## config.mk

```make
export PLATFORM = sky130hd
export DESIGN_NAME = io_expander_poll_controller_flat
export DESIGN_NICKNAME = d
export VERILOG_FILES = /design/src/rtl/core/iepc_pkg.sv /design/src/rtl/core/iepc_if.sv /design/src/rtl/core/io_expander_poll_controller.sv /design/src/rtl/core/iepc_period_chk.sv /design/src/rtl/core/iepc_in_reg.sv /design/src/rtl/core/iepc_out_reg.sv /design/src/rtl/core/iepc_core.sv /design/src/flat_wrapper.sv
export VERILOG_INCLUDE_DIRS = /design/src /design/src/rtl/core
export SDC_FILE = /design/constraint.sdc
export NUM_CORES = 1
export LEC_CHECK = 0
export BUFFER_PORTS_ARGS = -buffer_cell sky130_fd_sc_hd__buf_2
export CORE_MARGIN = 2
export CORE_UTILIZATION = 50
export DETAILED_ROUTE_END_ITERATION = 12
export HOLD_SLACK_MARGIN = 0.1
export PLACE_DENSITY = 0.71
export SYNTH_ARGS = -nofsm -noshare
export SYNTH_HDL_FRONTEND = slang
export SYNTH_HIERARCHICAL = 1
export SYNTH_SLANG_ARGS = --single-unit
```

## constraint.sdc

```tcl
create_clock -name clk_i -period 9.45 [get_ports clk_i]
set_clock_uncertainty 0.15 [all_clocks]
set_input_delay 0.945 -clock clk_i [delete_from_list [all_inputs] [get_ports clk_i]]
set_output_delay 0.945 -clock clk_i [all_outputs]
set_load 0.05 [all_outputs]
```

## src/rtl/core/io_expander_poll_controller_assert.svh

```systemverilog
// Assertion macros used by the I/O expander poll controller core.
`ifndef IO_EXPANDER_POLL_CONTROLLER_ASSERT_SVH
`define IO_EXPANDER_POLL_CONTROLLER_ASSERT_SVH

// Same-cycle implication, sampled on clk_i, off while in reset.
`define IEPC_ASSERT_IMPL(name, ante, cons, msg) \
  name: assert property (@(posedge clk_i) disable iff (!rst_ni) (ante) |-> (cons)) \
    else $error(msg);

// Next-cycle implication, sampled on clk_i, off while in reset.
`define IEPC_ASSERT_NEXT(name, ante, cons, msg) \
  name: assert property (@(posedge clk_i) disable iff (!rst_ni) (ante) |=> (cons)) \
    else $error(msg);

`endif

```

## src/rtl/core/iepc_pkg.sv

```systemverilog
// Types and constants of the I/O expander poll controller.
`default_nettype none

package iepc_pkg;

  localparam int KIND_W    = 3;
  localparam int BYTE_W    = 8;
  localparam int PIN_W     = 4;
  localparam int ISSUE_W   = 2;
  localparam int PERIOD_W  = 10;
  localparam int ELAPSED_W = 11;

  localparam logic [BYTE_W-1:0]   BYTE_RESET   = 8'hFF;
  localparam logic [PIN_W-1:0]    PIN_MAX      = 4'd7;
  localparam logic [PERIOD_W-1:0] PERIOD_RESET = 10'd1;

  typedef enum logic [KIND_W-1:0] {
    KIND_TICK       = 3'd0,
    KIND_WRITE_BYTE = 3'd1,
    KIND_SET_PIN    = 3'd2,
    KIND_REQ_READ   = 3'd3,
    KIND_BUS_DONE   = 3'd4,
    KIND_GET_PIN    = 3'd5
  } kind_e;

  typedef enum logic [ISSUE_W-1:0] {
    ISSUE_NONE  = 2'd0,
    ISSUE_WRITE = 2'd1,
    ISSUE_READ  = 2'd2
  } issue_e;

  typedef struct packed {
    logic [KIND_W-1:0] kind;
    logic [BYTE_W-1:0] data;
    logic [PIN_W-1:0]  pin;
    logic              pin_level;
    logic [BYTE_W-1:0] read_data;
  } iepc_item_t;

  typedef struct packed {
    logic       valid;
    iepc_item_t item;
  } iepc_stage_t;

  typedef struct packed {
    issue_e            issue;
    logic [BYTE_W-1:0] bus_data;
    logic              pin_value;
    logic [BYTE_W-1:0] input_byte;
  } iepc_result_t;

endpackage

`default_nettype wire

```

## src/rtl/core/iepc_if.sv

```systemverilog
// Valid/ready channel interfaces for command items and results.
`default_nettype none

interface iepc_in_if;
  import iepc_pkg::*;

  logic              valid;
  logic              ready;
  logic [KIND_W-1:0] kind;
  logic [BYTE_W-1:0] data;
  logic [PIN_W-1:0]  pin;
  logic              pin_level;
  logic [BYTE_W-1:0] read_data;

  modport source (output valid, output kind, output data, output pin, output pin_level,
                  output read_data, input ready);
  modport sink (input valid, input kind, input data, input pin, input pin_level,
                input read_data, output ready);
endinterface

interface iepc_out_if;
  import iepc_pkg::*;

  logic               valid;
  logic               ready;
  logic [ISSUE_W-1:0] issue;
  logic [BYTE_W-1:0]  bus_data;
  logic               pin_value;
  logic [BYTE_W-1:0]  input_byte;

  modport source (output valid, output issue, output bus_data, output pin_value,
                  output input_byte, input ready);
  modport sink (input valid, input issue, input bus_data, input pin_value,
                input input_byte, output ready);
endinterface

`default_nettype wire

```

## src/rtl/core/io_expander_poll_controller.sv

```systemverilog
// Top level of the I/O expander poll controller.
// Takes one command item per clock cycle on in_i while out_o is not stalled, and returns
// exactly one result per item on out_o, in order, through one input register and one
// result register. Decode and state update are combinational between the two, so the
// next item is taken in the very next cycle as long as the result register can drain;
// out_o back-pressure stalls the input register and then in_i. Write tick_period_ms
// through cfg_we_i/cfg_wdata_i only while no item is in flight.
`default_nettype none

module io_expander_poll_controller #(
  parameter int READ_PERIOD_MS = 50,
  parameter int WRAP_MS        = 1000
) (
  input  logic                          clk_i,
  input  logic                          rst_ni,
  iepc_in_if.sink                       in_i,
  iepc_out_if.source                    out_o,
  input  logic                          cfg_we_i,
  input  logic [iepc_pkg::PERIOD_W-1:0] cfg_wdata_i
);
  import iepc_pkg::*;

  logic [PERIOD_W-1:0] tick_period_q, tick_period_d;
  iepc_stage_t         stage;
  iepc_result_t        result;
  logic                can_load;
  logic                fire;

  assign tick_period_d = cfg_we_i ? cfg_wdata_i : tick_period_q;

  always_ff @(posedge clk_i or negedge rst_ni) begin
    if (!rst_ni) begin
      tick_period_q <= PERIOD_RESET;
    end else begin
      tick_period_q <= tick_period_d;
    end
  end

  assign fire = stage.valid && can_load;

  iepc_in_reg u_in_reg (
    .clk_i    (clk_i),
    .rst_ni   (rst_ni),
    .in_i     (in_i),
    .advance_i(can_load),
    .stage_o  (stage)
  );

  iepc_core #(
    .READ_PERIOD_MS(READ_PERIOD_MS),
    .WRAP_MS       (WRAP_MS)
  ) u_core (
    .clk_i        (clk_i),
    .rst_ni       (rst_ni),
    .fire_i       (fire),
    .item_i       (stage.item),
    .tick_period_i(tick_period_q),
    .result_o     (result)
  );

  iepc_out_reg u_out_reg (
    .clk_i     (clk_i),
    .rst_ni    (rst_ni),
    .load_i    (fire),
    .result_i  (result),
    .can_load_o(can_load),
    .out_o     (out_o)
  );

endmodule

`default_nettype wire

```

## src/rtl/core/iepc_period_chk.sv

```systemverilog
// Divisibility test of the elapsed counter by the read period.
`default_nettype none

module iepc_period_chk #(
  parameter int READ_PERIOD_MS = 50
) (
  input  logic [iepc_pkg::ELAPSED_W-1:0] elapsed_i,
  output logic                           hit_o
);
  import iepc_pkg::*;

  localparam int RecipShift = ELAPSED_W + 11;
  localparam longint unsigned RecipL =
    ((64'd1 << RecipShift) + 64'(READ_PERIOD_MS) - 64'd1) / 64'(READ_PERIOD_MS);
  localparam int RecipW = $clog2(RecipL + 1);
  localparam int PeriodW = $clog2(READ_PERIOD_MS + 1);
  localparam int ProdW = ELAPSED_W + RecipW;
  localparam int BackW = ELAPSED_W + PeriodW;
  localparam logic [RecipW-1:0]  Recip  = RecipW'(RecipL);
  localparam logic [PeriodW-1:0] Period = PeriodW'(READ_PERIOD_MS);

  logic [ProdW-1:0]     prod;
  logic [ELAPSED_W-1:0] quot;
  logic [BackW-1:0]     back;

  assign prod  = ProdW'(elapsed_i) * ProdW'(Recip);
  assign quot  = ELAPSED_W'(prod >> RecipShift);
  assign back  = BackW'(quot) * BackW'(Period);
  assign hit_o = (back == BackW'(elapsed_i));

endmodule

`default_nettype wire

```

## src/rtl/core/iepc_in_reg.sv

```systemverilog
// Input register stage for command items.
`default_nettype none

module iepc_in_reg (
  input  logic                  clk_i,
  input  logic                  rst_ni,
  iepc_in_if.sink               in_i,
  input  logic                  advance_i,
  output iepc_pkg::iepc_stage_t stage_o
);
  import iepc_pkg::*;

  logic       valid_q, valid_d;
  iepc_item_t item_q;
  logic       take;

  assign in_i.ready = !valid_q || advance_i;
  assign take       = in_i.valid && in_i.ready;

  always_comb begin
    valid_d = valid_q;
    if (take) begin
      valid_d = 1'b1;
    end else if (advance_i) begin
      valid_d = 1'b0;
    end
  end

  always_ff @(posedge clk_i or negedge rst_ni) begin
    if (!rst_ni) begin
      valid_q <= 1'b0;
    end else begin
      valid_q <= valid_d;
    end
  end

  always_ff @(posedge clk_i) begin
    if (take) begin
      item_q <= '{kind: in_i.kind, data: in_i.data, pin: in_i.pin,
                  pin_level: in_i.pin_level, read_data: in_i.read_data};
    end
  end

  assign stage_o = '{valid: valid_q, item: item_q};

endmodule

`default_nettype wire

```

## src/rtl/core/iepc_out_reg.sv

```systemverilog
// Result register feeding the output channel.
`default_nettype none

module iepc_out_reg (
  input  logic                   clk_i,
  input  logic                   rst_ni,
  input  logic                   load_i,
  input  iepc_pkg::iepc_result_t result_i,
  output logic                   can_load_o,
  iepc_out_if.source             out_o
);
  import iepc_pkg::*;

  logic         valid_q, valid_d;
  iepc_result_t result_q;

  assign can_load_o = !valid_q || out_o.ready;

  always_comb begin
    valid_d = valid_q;
    if (load_i) begin
      valid_d = 1'b1;
    end else if (out_o.ready) begin
      valid_d = 1'b0;
    end
  end

  always_ff @(posedge clk_i or negedge rst_ni) begin
    if (!rst_ni) begin
      valid_q <= 1'b0;
    end else begin
      valid_q <= valid_d;
    end
  end

  always_ff @(posedge clk_i) begin
    if (load_i) begin
      result_q <= result_i;
    end
  end

  assign out_o.valid      = valid_q;
  assign out_o.issue      = result_q.issue;
  assign out_o.bus_data   = result_q.bus_data;
  assign out_o.pin_value  = result_q.pin_value;
  assign out_o.input_byte = result_q.input_byte;

endmodule

`default_nettype wire

```

## src/rtl/core/iepc_core.sv

```systemverilog
// Controller state and per-item command decode.
`default_nettype none

module iepc_core #(
  parameter int READ_PERIOD_MS = 50,
  parameter int WRAP_MS        = 1000
) (
  input  logic                                 clk_i,
  input  logic                                 rst_ni,
  input  logic                                 fire_i,
  input  iepc_pkg::iepc_item_t                 item_i,
  input  logic [iepc_pkg::PERIOD_W-1:0]        tick_period_i,
  output iepc_pkg::iepc_result_t               result_o
);
  import iepc_pkg::*;

  localparam int SumW = ELAPSED_W + 1;

  logic [BYTE_W-1:0]    shadow_q, shadow_d;
  logic [BYTE_W-1:0]    latched_q, latched_d;
  logic                 wr_pend_q, wr_pend_d;
  logic                 wr_busy_q, wr_busy_d;
  logic                 rd_pend_q, rd_pend_d;
  logic                 rd_busy_q, rd_busy_d;
  logic [ELAPSED_W-1:0] elapsed_q, elapsed_d;
  logic [SumW-1:0]      sum;
  logic                 period_hit;
  logic                 pin_ok;
  logic [BYTE_W-1:0]    pin_mask;
  iepc_result_t         result_d;

  iepc_period_chk #(
    .READ_PERIOD_MS(READ_PERIOD_MS)
  ) u_period_chk (
    .elapsed_i(elapsed_q),
    .hit_o    (period_hit)
  );

  assign sum      = SumW'(elapsed_q) + SumW'(tick_period_i);
  assign pin_ok   = (item_i.pin <= PIN_MAX);
  assign pin_mask = BYTE_W'(1) << item_i.pin[2:0];

  always_comb begin
    shadow_d           = shadow_q;
    latched_d          = latched_q;
    wr_pend_d          = wr_pend_q;
    wr_busy_d          = wr_busy_q;
    rd_pend_d          = rd_pend_q;
    rd_busy_d          = rd_busy_q;
    elapsed_d          = elapsed_q;
    result_d.issue     = ISSUE_NONE;
    result_d.bus_data  = '0;
    result_d.pin_value = 1'b0;
    case (item_i.kind)
      KIND_TICK: begin
        if (wr_pend_q) begin
          wr_pend_d         = 1'b0;
          wr_busy_d         = 1'b1;
          result_d.issue    = ISSUE_WRITE;
          result_d.bus_data = shadow_q;
        end else if (rd_pend_q) begin
          rd_pend_d      = 1'b0;
          rd_busy_d      = 1'b1;
          result_d.issue = ISSUE_READ;
        end else begin
          if (period_hit) begin
            rd_busy_d      = 1'b1;
            result_d.issue = ISSUE_READ;
          end
          elapsed_d = (sum >= SumW'(WRAP_MS)) ? '0 : sum[ELAPSED_W-1:0];
        end
      end
      KIND_WRITE_BYTE: begin
        shadow_d  = item_i.data;
        wr_pend_d = 1'b1;
      end
      KIND_SET_PIN: begin
        if (pin_ok) begin
          shadow_d  = item_i.pin_level ? (shadow_q | pin_mask) : (shadow_q & ~pin_mask);
          wr_pend_d = 1'b1;
        end
      end
      KIND_REQ_READ: begin
        rd_pend_d = 1'b1;
      end
      KIND_BUS_DONE: begin
        if (wr_busy_q) begin
          wr_busy_d = 1'b0;
        end else if (rd_busy_q) begin
          rd_busy_d = 1'b0;
          latched_d = item_i.read_data;
        end
      end
      KIND_GET_PIN: begin
        if (pin_ok) begin
          result_d.pin_value = latched_q[item_i.pin[2:0]];
        end
      end
      default: begin
      end
    endcase
    result_d.input_byte = latched_d;
  end

  always_ff @(posedge clk_i or negedge rst_ni) begin
    if (!rst_ni) begin
      shadow_q  <= BYTE_RESET;
      latched_q <= BYTE_RESET;
      wr_pend_q <= 1'b0;
      wr_busy_q <= 1'b0;
      rd_pend_q <= 1'b0;
      rd_busy_q <= 1'b0;
      elapsed_q <= '0;
    end else if (fire_i) begin
      shadow_q  <= shadow_d;
      latched_q <= latched_d;
      wr_pend_q <= wr_pend_d;
      wr_busy_q <= wr_busy_d;
      rd_pend_q <= rd_pend_d;
      rd_busy_q <= rd_busy_d;
      elapsed_q <= elapsed_d;
    end
  end

  assign result_o = result_d;

`include "io_expander_poll_controller_assert.svh"

  `IEPC_ASSERT_IMPL(a_elapsed_below_wrap, 1'b1, elapsed_q < ELAPSED_W'(WRAP_MS), "elapsed counter reached the wrap limit")
  `IEPC_ASSERT_NEXT(a_write_issue_sets_busy, fire_i && result_d.issue == ISSUE_WRITE, wr_busy_q && !wr_pend_q, "write transfer did not mark the bus busy")
  `IEPC_ASSERT_NEXT(a_read_issue_sets_busy, fire_i && result_d.issue == ISSUE_READ, rd_busy_q, "read transfer did not mark the read busy")
  `IEPC_ASSERT_NEXT(a_idle_holds_state, !fire_i, $stable(shadow_q) && $stable(latched_q) && $stable(elapsed_q), "state changed without an item")

endmodule

`default_nettype wire

```

## src/flat_wrapper.sv

```systemverilog
// flat-port wrapper written by rule: the top's interface ports become plain ports
module io_expander_poll_controller_flat import iepc_pkg::*;
#(
  parameter int READ_PERIOD_MS = 50,
  parameter int WRAP_MS        = 1000
)
  (clk_i, rst_ni, cfg_we_i, cfg_wdata_i, in_i_valid, in_i_kind, in_i_data, in_i_pin, in_i_pin_level, in_i_read_data, in_i_ready, out_o_valid, out_o_issue, out_o_bus_data, out_o_pin_value, out_o_input_byte, out_o_ready);
  iepc_in_if in_i_i ();
  iepc_out_if out_o_i ();
  input  logic clk_i;
  input  logic rst_ni;
  input  logic cfg_we_i;
  input  logic [iepc_pkg::PERIOD_W-1:0] cfg_wdata_i;
  input wire logic [$bits(in_i_i.valid)-1:0] in_i_valid;
  input wire logic [$bits(in_i_i.kind)-1:0] in_i_kind;
  input wire logic [$bits(in_i_i.data)-1:0] in_i_data;
  input wire logic [$bits(in_i_i.pin)-1:0] in_i_pin;
  input wire logic [$bits(in_i_i.pin_level)-1:0] in_i_pin_level;
  input wire logic [$bits(in_i_i.read_data)-1:0] in_i_read_data;
  output wire logic [$bits(in_i_i.ready)-1:0] in_i_ready;
  output wire logic [$bits(out_o_i.valid)-1:0] out_o_valid;
  output wire logic [$bits(out_o_i.issue)-1:0] out_o_issue;
  output wire logic [$bits(out_o_i.bus_data)-1:0] out_o_bus_data;
  output wire logic [$bits(out_o_i.pin_value)-1:0] out_o_pin_value;
  output wire logic [$bits(out_o_i.input_byte)-1:0] out_o_input_byte;
  input wire logic [$bits(out_o_i.ready)-1:0] out_o_ready;
  assign in_i_i.valid = in_i_valid;
  assign in_i_i.kind = in_i_kind;
  assign in_i_i.data = in_i_data;
  assign in_i_i.pin = in_i_pin;
  assign in_i_i.pin_level = in_i_pin_level;
  assign in_i_i.read_data = in_i_read_data;
  assign in_i_ready = in_i_i.ready;
  assign out_o_valid = out_o_i.valid;
  assign out_o_issue = out_o_i.issue;
  assign out_o_bus_data = out_o_i.bus_data;
  assign out_o_pin_value = out_o_i.pin_value;
  assign out_o_input_byte = out_o_i.input_byte;
  assign out_o_i.ready = out_o_ready;
  io_expander_poll_controller #(.READ_PERIOD_MS(READ_PERIOD_MS), .WRAP_MS(WRAP_MS)) u_core (.clk_i(clk_i), .rst_ni(rst_ni), .in_i(in_i_i), .out_o(out_o_i), .cfg_we_i(cfg_we_i), .cfg_wdata_i(cfg_wdata_i));
endmodule
```

==> run summary, run 1 <==
====================================================================================
Main area contributors after synthesis ................................ ha_1, edfxtp_1, fa_1, dfrtp_1, inv_1
Number of flip-flops and latches in the synthesized netlist ...........           86
Global-route wire length before repair ................................      27.5 mm
Shortest period the worst path allows .................................      8.41 ns
Total Wirelength ......................................................      16.4 mm
Largest buffer count on any clock path ................................            2
Total via count in the routed design ..................................         5652
Syn Inst Count ........................................................          771
Warnings from Yosys ...................................................            6
Hold Fails Final Rpt ..................................................            0
Number of port buffers ................................................           59
Initial core utilization ..............................................        51.3%
Number of max-capacitance violations reported .........................            0
Detail Placement HPWL .................................................      13.4 mm
Endpoint of the worst register-to-register path ....................... u_core/u_core/rd_busy_q$_DFFE_PN0P_
Number of enable-type register cells in the synthesized netlist .......           43
Number of diodes ......................................................            0
Setup-violating endpoint count in the final report ....................            0
Post-route DRC violation count ........................................            0
# rows ................................................................           46
Slew at the pin closest to its max-slew limit .........................      1.09 ns
Layout cell share with drive strength beyond 1 ........................        17.6%
First-pass DRT Iterations .............................................            5
Area of the mapped netlist ............................................ 0.00816 sq mm
Syn-to-layout area delta ..............................................        9.90%
Final TNS setup .......................................................         0 ns
DR vias/cell ..........................................................         5.40
Placement Cell Area ................................................... 0.00866 sq mm
Reg clk slew, reported paths ..........................................      0.07 ns
Delay of the slowest critical-path stage ..............................      0.65 ns
Worst endpoint required time ..........................................      9.56 ns
Relative max-transition margin ........................................        27.6%
Top cells by instance count after synthesis ........................... inv_1, ha_1, fa_1
Maximum clock frequency ...............................................      119 MHz
Width of the chip .....................................................       132 um
Number of nets in the layout ..........................................         1042
Number of distinct library cells after synthesis ......................           77
Overall track demand over capacity in global routing ..................        19.6%
Final Max Slew Viols ..................................................            0
Via count of the first global-routing pass ............................         5637
Cell type with the highest aggregate area in the netlist ..............         ha_1
DP Cell Count .........................................................         1031
Root buffer cell ......................................................    clkbuf_16
Number of nets with antenna violations after detailed routing .........            0
Clock net sink count ..................................................           86
Number of CTS-inserted buffers ........................................            9
Non-Filler Instances ..................................................         1047
Most repeated cell in the gate-level netlist after synthesis ..........        inv_1
Worst-skew pair later-pin latency .....................................      0.34 ns
Final weighted congestion of routability-driven global placement ......        0.850
Total die area ........................................................ 0.0173 sq mm
Register-to-Register Setup Slack ......................................      1.04 ns
Cells on worst reg2reg path ...........................................           31
Height of the chip ....................................................       132 um
Clock tree from TritonCTS .............................................          yes
Worst slack at placement ..............................................      1.11 ns
Number of hold-repair buffers added at the cts stage ..................            0
Yosys top cell area share .............................................        17.6%
Highest fanout seen on the critical path ..............................           10
Wirelength per Cell ...................................................      15.6 um
Share of the clock period used by the worst path after layout .........        88.9%
Max H-tree Level ......................................................            3
CP max stage cell .....................................................         fa_1
GRT overflow ..........................................................            0
Final worst-path setup slack ..........................................      1.04 ns
Largest net degree at the start of global routing .....................           44
Critical path launch point type .......................................     register
Antenna violations before repair ......................................            0
Setup crit end kind ...................................................     register
Depth of the worst hold-timing path ...................................            2
CORE AREA ............................................................. 0.0159 sq mm
Type of the tightest min-delay check .................................. register to register
Proportion of synthesized flip-flops having asynchronous set or reset .        50.0%
Cells resized by post-CTS repair ......................................            0
Unrepaired setup endpoints after global routing .......................        false
Synth Net Count .......................................................          987
Initial DRC count .....................................................          245
Worst Path Arrival ....................................................      8.51 ns
Syn_area_per_cell .....................................................   10.6 sq um
Post-CTS setup-driven buffer insertion count ..........................            0
Area of all placed cells without fillers .............................. 0.00896 sq mm
Outcome ...............................................................    completed
Boundary pin count ....................................................           60
Seq/Total Area, Yosys .................................................        29.3%
R2R Path Start ........................................................ u_core/u_core/elapsed_q[9]$_DFFE_PN0P_
Worst Path Class, Setup ............................................... register to register
Dominant synthesized flop cell ........................................     edfxtp_1
====================================================================================
==> routing by layer <==
layer | GRT usage, % | part of all wire (%) | wire (um) | vias up
li1 | - | - | - | 2793
met5 | 0 | 0 | 0 | -
met2 | 32.0 | 47 | 7640 | 120
met1 | 28.0 | 49 | 8010 | 2731
met4 | 3.93 | 0.74 | 121 | 0
met3 | 2.93 | 3.6 | 582 | 8
==> cell usage in the layout, fill, tap and decap left out, drive strengths merged, types with 8 or more instances in the layout <==
cell / Yosys / final
a211oi: 9 / 9
a21o: 11 / 11
a21oi: 49 / 49
and2: 8 / 8
and3: 10 / 10
buf: 7 / 62
clkbuf: 11 / 9
dfrtp: 26 / 26
dfstp: 17 / 17
edfxtp: 43 / 43
fa: 62 / 62
ha: 115 / 115
inv: 133 / 138
mux2: 26 / 26
nand2: 41 / 41
nand2b: 10 / 10
nand3: 18 / 18
nand4: 10 / 10
nor2: 19 / 19
nor2b: 8 / 8
nor3: 11 / 11
o21a: 8 / 8
o21ai: 27 / 27
o31ai: 11 / 11
xnor2: 17 / 17
==> through the flow <==
step,hold slack (ns),utilization [%]
2_1_floorplan,0.339,-
3_3_place_gp,0.355,54.5
3_5_place_dp,0.363,54.5
4_1_cts,0.374,56.4
5_1_grt,0.403,56.4
6_report,0.374,56.4
==> cell families after synthesis <==
group	Yosys count	synth area share (%)
AND/OR/NAND/NOR	156	10.7
adder cells (fa/ha/maj)	177	32.9
AO/OA/AOI/OAI	148	12.5
buffers and inverters	151	7.16
XOR/XNOR	24	2.75
multiplexers	29	4.73
flip-flops	86	29.3
==> area by class of cell <==
| type | instances | area, sq um |
|---|---|---|
| Inverter | 133 | 499 |
| Multi-Input combinational cell | 534 | 5190 |
| Clock inverter | 7 | 73.8 |
| Clock buffer | 9 | 225 |
| Timing Repair Buffer | 62 | 318 |
| Fill cell | 1360 | 6920 |
| Sequential cell | 86 | 2390 |
| Tap cell | 216 | 270 |
==> critical path, delay by kind of cell, from the launching register on <==
| kind | cells | cell delay, ns |
|---|---|---|
| adders and majority gates | 10 | 4.24 |
| xor gates and xnor gates | 1 | 0.14 |
| buffers and inverters | 4 | 0.27 |
| AOI/OAI and AO/OA | 11 | 2.36 |
| DFF | 1 | 0.56 |
| and+or+nand+nor | 5 | 0.61 |
==> worst max-delay path by stage <==
stage	startpoint	endpoint	slack, ns	cells past startpoint
after detailed placement	u_core/u_core/elapsed_q[9]$_DFFE_PN0P_	u_core/u_core/rd_busy_q$_DFFE_PN0P_	1.11	31
after global placement	u_core/u_core/elapsed_q[9]$_DFFE_PN0P_	u_core/u_core/rd_busy_q$_DFFE_PN0P_	1.28	31
after global routing	u_core/u_core/elapsed_q[9]$_DFFE_PN0P_	u_core/u_core/rd_busy_q$_DFFE_PN0P_	0.61	31
final	u_core/u_core/elapsed_q[9]$_DFFE_PN0P_	u_core/u_core/rd_busy_q$_DFFE_PN0P_	1.04	31
after floorplan	u_core/u_core/elapsed_q[9]$_DFFE_PN0P_	u_core/u_core/rd_busy_q$_DFFE_PN0P_	1.65	31
after CTS	u_core/u_core/elapsed_q[9]$_DFFE_PN0P_	u_core/u_core/rd_busy_q$_DFFE_PN0P_	1.07	31
==> state kept, by name (all words and copies together), names as in the netlist, 2 cells and up, named ones only <==
signal	count
u_core/u_in_reg/stage_o	24
u_core/u_core/elapsed_q	11
u_core/tick_period_q	10
u_core/u_out_reg/out_o.bus_data	8
u_core/u_core/latched_q	8
u_core/u_out_reg/out_o.input_byte	8
u_core/u_out_reg/out_o.issue	2
Power of run 1 is left out: the tool's default activity adds up to more than one toggle a clock period on the data nets, which glitch-free logic cannot reach.
==> run 2: changes to the inputs <==
MAX_ROUTING_LAYER = met4   (was not set)
PLACE_DENSITY = 0.68   (was 0.71)
==> run summary, run 2 (same netlist as run 1, synthesis figures left out) <==
===============================================================================
Root buffer cell .................................................    clkbuf_16
Clock net sink count .............................................           86   unchanged
Largest buffer count on any clock path ...........................            2   unchanged
Number of max-capacitance violations reported ....................            0   unchanged
GRT overflow .....................................................            0   unchanged
Reg clk slew, reported paths .....................................      0.06 ns   about the same
Initial core utilization .........................................        51.3%   unchanged
Highest fanout seen on the critical path .........................           10   unchanged
Maximum clock frequency ..........................................      118 MHz   -1.2%
Cells on worst reg2reg path ......................................           31   unchanged
Height of the chip ...............................................       132 um   unchanged
FILL cells .......................................................         1385   +1.8%
Total Wirelength .................................................      17.6 mm   +7.8%
Outcome ..........................................................    completed
Worst Path Arrival ...............................................      8.62 ns   +0.11 ns
DR vias/cell .....................................................         5.51   +2.0%
Layout cell share with drive strength beyond 1 ...................        17.5%   -0.099 points
Number of hold-repair buffers added at the cts stage .............            0   unchanged
Antenna violations before repair .................................            0   unchanged
Final Max Slew Viols .............................................            0   unchanged
Relative max-transition margin ...................................        25.8%   -1.8 points
Share of the clock period used by the worst path after layout ....        90.0%   +1.1 points
CORE AREA ........................................................ 0.0159 sq mm   unchanged
CP delay by family, top ..........................................  adder cells
Hold Fails Final Rpt .............................................            0   unchanged
Width of the chip ................................................       132 um   unchanged
Critical path launch point type ..................................     register
Number of port buffers ...........................................           59   unchanged
Number of nets in the layout .....................................         1041   -0.096%
Cells resized by post-CTS repair .................................            0   unchanged
Worst slack at placement .........................................     0.968 ns   -0.145 ns
Most common library cell in the layout ignoring fill and taps ....        inv_1
Initial DRC count ................................................          314   +28%
Max H-tree Level .................................................            3   unchanged
Number of diodes .................................................            0   unchanged
Setup-violating endpoint count in the final report ...............            0   unchanged
CP max stage cell ................................................         fa_1
# rows ...........................................................           46   unchanged
Worst-skew pair later-pin latency ................................      0.34 ns   about the same
Final worst-path setup slack .....................................     0.941 ns   -0.104 ns
Post-route DRC violation count ...................................            0   unchanged
Post-CTS setup-driven buffer insertion count .....................            0   unchanged
Detail Placement HPWL ............................................      14.3 mm   +7.0%
Final weighted congestion of routability-driven global placement .        0.891   +4.9%
Total via count in the routed design .............................         5759   +1.9%
Via count of the first global-routing pass .......................         6079   +7.8%
Number of nets with antenna violations after detailed routing ....            0   unchanged
Final TNS setup ..................................................         0 ns   unchanged
First-pass DRT Iterations ........................................            5   unchanged
Depth of the worst hold-timing path ..............................            1   -1
Slew at the pin closest to its max-slew limit ....................      1.11 ns   +0.0225 ns
Clock tree from TritonCTS ........................................          yes
Wirelength per Cell ..............................................      16.9 um   +7.9%
Worst endpoint required time .....................................      9.56 ns   about the same
Number of CTS-inserted buffers ...................................            9   unchanged
Largest net degree at the start of global routing ................           44   unchanged
Max FFs per register .............................................           24   unchanged
Setup crit end kind ..............................................     register
Boundary pin count ...............................................           60   unchanged
Sequential cell area ............................................. 0.00239 sq mm   unchanged
Overall track demand over capacity in global routing .............        22.0%   +2.4 points
Critical path depth in cells .....................................           31   unchanged
Shortest period the worst path allows ............................      8.51 ns   +0.104 ns
Crit path buf inv count ..........................................            4   unchanged
Most frequent cells in the layout ................................ inv_1, ha_1, fa_1
Type of the tightest min-delay check ............................. register to register
Delay of the slowest critical-path stage .........................      0.66 ns   about the same
Global-route wire length before repair ...........................      29.9 mm   +8.8%
Unrepaired setup endpoints after global routing ..................        false
Area of the multi-input gates .................................... 0.00519 sq mm   unchanged
Worst Path Class, Setup .......................................... register to register
Syn-to-layout area delta .........................................        9.86%   about the same
Total die area ................................................... 0.0173 sq mm   unchanged
===============================================================================
-- run 2: routing by layer --
metal	up-vias	part of all wire (%)	global-route usage, %
met2	193	48	36.3
met3	36	4.7	2.85
li1	2791	-	-
met5	-	0	-
met4	0	2.4	6.52
met1	2739	45	28.4
-- run 2: final timing paths --
path / start / to / slack, ns
min in group asynchronous: rst_ni / u_core/u_core/rd_pend_q$_DFFE_PN0P_ / 0.63
hold reg to reg: u_core/tick_period_q[2]$_DFFE_PN0P_ / u_core/tick_period_q[2]$_DFFE_PN0P_ / 0.37
hold / removal: u_core/tick_period_q[2]$_DFFE_PN0P_ / u_core/tick_period_q[2]$_DFFE_PN0P_ / 0.37
max in group asynchronous: rst_ni / u_core/tick_period_q[2]$_DFFE_PN0P_ / 7.92
setup / recovery: u_core/u_core/elapsed_q[9]$_DFFE_PN0P_ / u_core/u_core/rd_busy_q$_DFFE_PN0P_ / 0.94
setup reg to reg: u_core/u_core/elapsed_q[9]$_DFFE_PN0P_ / u_core/u_core/rd_busy_q$_DFFE_PN0P_ / 0.94
-- run 2: layout make-up --
cell class | count | share of cell area [%]
Sequential cell | 86 | 26.7
Timing Repair Buffer | 61 | 3.46
Clock inverter | 7 | 0.880
Multi-Input combinational cell | 534 | 57.9
Clock buffer | 9 | 2.51
Tap cell | 216 | 3.02
Inverter | 133 | 5.57
-- run 2: through the flow --
stage	cells	hold slack [ns]	cell area, sq um	utilization [%]
after floorplan	771	0.339	8160	-
final	1046	0.371	8960	56.4
after CTS	1046	0.372	8960	56.4
after global routing	1046	0.390	8960	56.4
after detailed placement	1030	0.360	8660	54.5
after global placement	1030	0.357	8660	54.5
Power of run 2 is left out for the same reason.
==> run 3: changes to the inputs <==
ABC_AREA = 1   (was not set)
SLEW_MARGIN = 10   (was not set)
==> run summary, run 3 <==
====================================================================================
Outcome ...............................................................    completed
Delay of the slowest critical-path stage ..............................      0.67 ns   about the same
Total via count in the routed design ..................................         6525   +13%
Number of distinct library cells after synthesis ......................           38   -51%
Cell type with the highest aggregate area in the netlist ..............         ha_1
DR vias/cell ..........................................................         4.88   -11%
Layout cell share with drive strength beyond 1 ........................        12.6%   -4.8 points
Via count of the first global-routing pass ............................         6503   +7.0%
Root buffer cell ......................................................    clkbuf_16
Worst Path Class, Setup ............................................... register to register
Final worst-path setup slack ..........................................      1.69 ns   +0.754 ns
Maximum clock frequency ...............................................      129 MHz   +9.7%
Final Max Slew Viols ..................................................            0   unchanged
Detail Placement HPWL .................................................      15.1 mm   +5.3%
Reg clk slew, reported paths ..........................................      0.06 ns   about the same
Number of max-capacitance violations reported .........................            0   unchanged
Relative max-transition margin ........................................        35.3%   +9.5 points
Number of CTS-inserted buffers ........................................            9   unchanged
Number of enable-type register cells in the synthesized netlist .......           43   unchanged
Worst Path Arrival ....................................................      7.87 ns   -0.75 ns
Number of flip-flops and latches in the synthesized netlist ...........           86   unchanged
Boundary pin count ....................................................           60   unchanged
Overall track demand over capacity in global routing ..................        22.1%   +0.18 points
Type of the tightest min-delay check .................................. register to register
Max FFs per register ..................................................           24   unchanged
GRT overflow ..........................................................            0   unchanged
Worst slack at placement ..............................................      1.69 ns   +0.723 ns
Initial DRC count .....................................................          303   -3.5%
CP delay by family, top ...............................................  adder cells
Post-route DRC violation count ........................................            0   unchanged
Largest net degree at the start of global routing .....................           44   unchanged
Syn_area_per_cell .....................................................   8.12 sq um   -23%
Max H-tree Level ......................................................            3   unchanged
Cells resized by post-CTS repair ......................................            0   unchanged
Clock tree from TritonCTS .............................................          yes
Area of the mapped netlist ............................................ 0.00851 sq mm   +4.4%
Number of nets with antenna violations after detailed routing .........            0   unchanged
Height of the chip ....................................................       134 um   +2.1%
CP max stage cell .....................................................         fa_1
First-pass DRT Iterations .............................................            4   -1
Most frequent cells in the layout ..................................... nand2_1, inv_1, ha_1
Slew at the pin closest to its max-slew limit .........................     0.971 ns   -0.138 ns
# rows ................................................................           47   +2.2%
Total die area ........................................................ 0.0181 sq mm   +4.2%
Worst endpoint required time ..........................................      9.56 ns   about the same
Post-CTS setup-driven buffer insertion count ..........................            0   unchanged
Final weighted congestion of routability-driven global placement ......        0.900   +0.96%
Total Wirelength ......................................................      18.1 mm   +2.9%
Most repeated cell in the gate-level netlist after synthesis ..........      nand2_1
Number of nets in the layout ..........................................         1328   +28%
Seq/Total Area, Yosys .................................................        28.1%   -1.2 points
Number of hold-repair buffers added at the cts stage ..................            0   unchanged
Shortest period the worst path allows .................................      7.76 ns   -0.754 ns
Placement Cell Area ................................................... 0.00904 sq mm   +4.4%
Yosys top cell area share .............................................        16.9%   -0.74 points
Largest buffer count on any clock path ................................            2   unchanged
Clock net sink count ..................................................           86   unchanged
Warnings from Yosys ...................................................            6   unchanged
Syn Inst Count ........................................................         1048   +36%
Cells on worst reg2reg path ...........................................           37   +19%
R2R Path Start ........................................................ u_core/u_core/elapsed_q[3]$_DFFE_PN0P_
Hold Fails Final Rpt ..................................................            0   unchanged
Setup crit end kind ...................................................     register
Share of the clock period used by the worst path after layout .........        82.1%   -8.0 points
Crit path buf inv count ...............................................            6   +2
Register-to-Register Setup Slack ......................................      1.69 ns   +0.75 ns
Most common cell on crit path .........................................        inv_1
Number of diodes ......................................................            0   unchanged
Worst-skew pair later-pin latency .....................................      0.34 ns   about the same
CORE AREA ............................................................. 0.0166 sq mm   +4.4%
Width of the chip .....................................................       134 um   +2.1%
Initial core utilization ..............................................        51.3%   about the same
Main area contributors after synthesis ................................ ha_1, edfxtp_1, fa_1, nand2_1, inv_1
Global-route wire length before repair ................................      30.8 mm   +2.8%
Synth Net Count .......................................................         1264   +28%
Setup-violating endpoint count in the final report ....................            0   unchanged
Area of all placed cells without fillers .............................. 0.00932 sq mm   +4.0%
CP startpoint ......................................................... u_core/u_core/elapsed_q[3]$_DFFE_PN0P_
Antenna violations before repair ......................................            0   unchanged
Proportion of synthesized flip-flops having asynchronous set or reset .        50.0%   unchanged
Wirelength per Cell ...................................................      13.6 um   -19%
Most common library cell in the layout ignoring fill and taps .........      nand2_1
Last element of the critical path ..................................... u_core/u_core/rd_busy_q$_DFFE_PN0P_
Critical path launch point type .......................................     register
Final TNS setup .......................................................         0 ns   unchanged
FILL cells ............................................................         1575   +14%
Number of port buffers ................................................           59   unchanged
Highest fanout seen on the critical path ..............................           11   +1
Critical path depth in cells ..........................................           37   +19%
Unrepaired setup endpoints after global routing .......................        false
Dominant synthesized flop cell ........................................     edfxtp_1
Syn-to-layout area delta ..............................................        9.51%
Top cells by instance count after synthesis ........................... nand2_1, inv_1, ha_1
Endpoint of the worst register-to-register path ....................... u_core/u_core/rd_busy_q$_DFFE_PN0P_
====================================================================================
[run 3: cell types whose count changed in the layout (fill, tap and decap cells not counted), sizes merged, moves of 10 or more]
cell    previous run  this run
nand2b            10         0
nand3             18        54
nor2              19        69
o31ai             11         0
xnor2             17         3
a21o              11         0
mux2              26         0
inv              136       249
nand2             41       285
[run 3: worst min-delay path, stage by stage, from the launching register on]
cell     delay [ns]
dfstp_2        0.37
nand2_1        0.05
nand2_1        0.05
[run 3: worst min-delay path by stage]
stage / startpoint / to / cells past startpoint
after floorplan: u_core/tick_period_q[0]$_DFFE_PN1P_ / u_core/tick_period_q[0]$_DFFE_PN1P_ / 2
after global placement: u_core/tick_period_q[0]$_DFFE_PN1P_ / u_core/tick_period_q[0]$_DFFE_PN1P_ / 2
after detailed placement: u_core/tick_period_q[3]$_DFFE_PN0P_ / u_core/tick_period_q[3]$_DFFE_PN0P_ / 2
after CTS: u_core/tick_period_q[0]$_DFFE_PN1P_ / u_core/tick_period_q[0]$_DFFE_PN1P_ / 2
after global routing: register / register / 2
final: u_core/tick_period_q[0]$_DFFE_PN1P_ / u_core/tick_period_q[0]$_DFFE_PN1P_ / 2
[run 3: metal layers]
metal  global-route usage, %  wire, um  share of wire (%)
met3                    2.33       556                3.1
met1                    31.1      9080                 50
met2                    34.4      8210                 45
met5                       -         0                  0
met4                    6.20       302                1.7
[run 3: kinds of logic (layout without fill, tap and decap cells)]
| group | after synthesis | after routing | synth area share [%] |
|---|---|---|---|
| AND/OR/NAND/NOR | 440 | 440 | 22.4 |
| flip-flops | 86 | 86 | 28.1 |
| adder cells (fa/ha/maj) | 177 | 177 | 31.5 |
| buffers and inverters | 254 | 323 | 11.6 |
| XOR/XNOR | 7 | 7 | 0.720 |
| AO/OA/AOI/OAI | 84 | 84 | 5.75 |
[run 3: area by class of cell]
| cell class | count | area [sq um] | area share [%] |
|---|---|---|---|
| clock buffers | 9 | 225 | 2.42 |
| clock inverters | 7 | 57.6 | 0.618 |
| inverters | 246 | 923 | 9.91 |
| multi-input cells | 708 | 5140 | 55.1 |
| flip-flops and latches | 86 | 2390 | 25.6 |
| well taps | 220 | 275 | 2.95 |
| repair buffers | 61 | 310 | 3.33 |
[run 3: per-stage QoR]
| stage | cells | utilization, % | hold WS, ns |
|---|---|---|---|
| 5_1_grt | 1337 | 56.2 | 0.358 |
| 2_1_floorplan | 1048 | - | 0.294 |
| 3_3_place_gp | 1321 | 54.5 | 0.304 |
| 6_report | 1337 | 56.2 | 0.323 |
| 4_1_cts | 1337 | 56.2 | 0.331 |
| 3_5_place_dp | 1321 | 54.5 | 0.315 |
Power of run 3 is left out for the same reason.
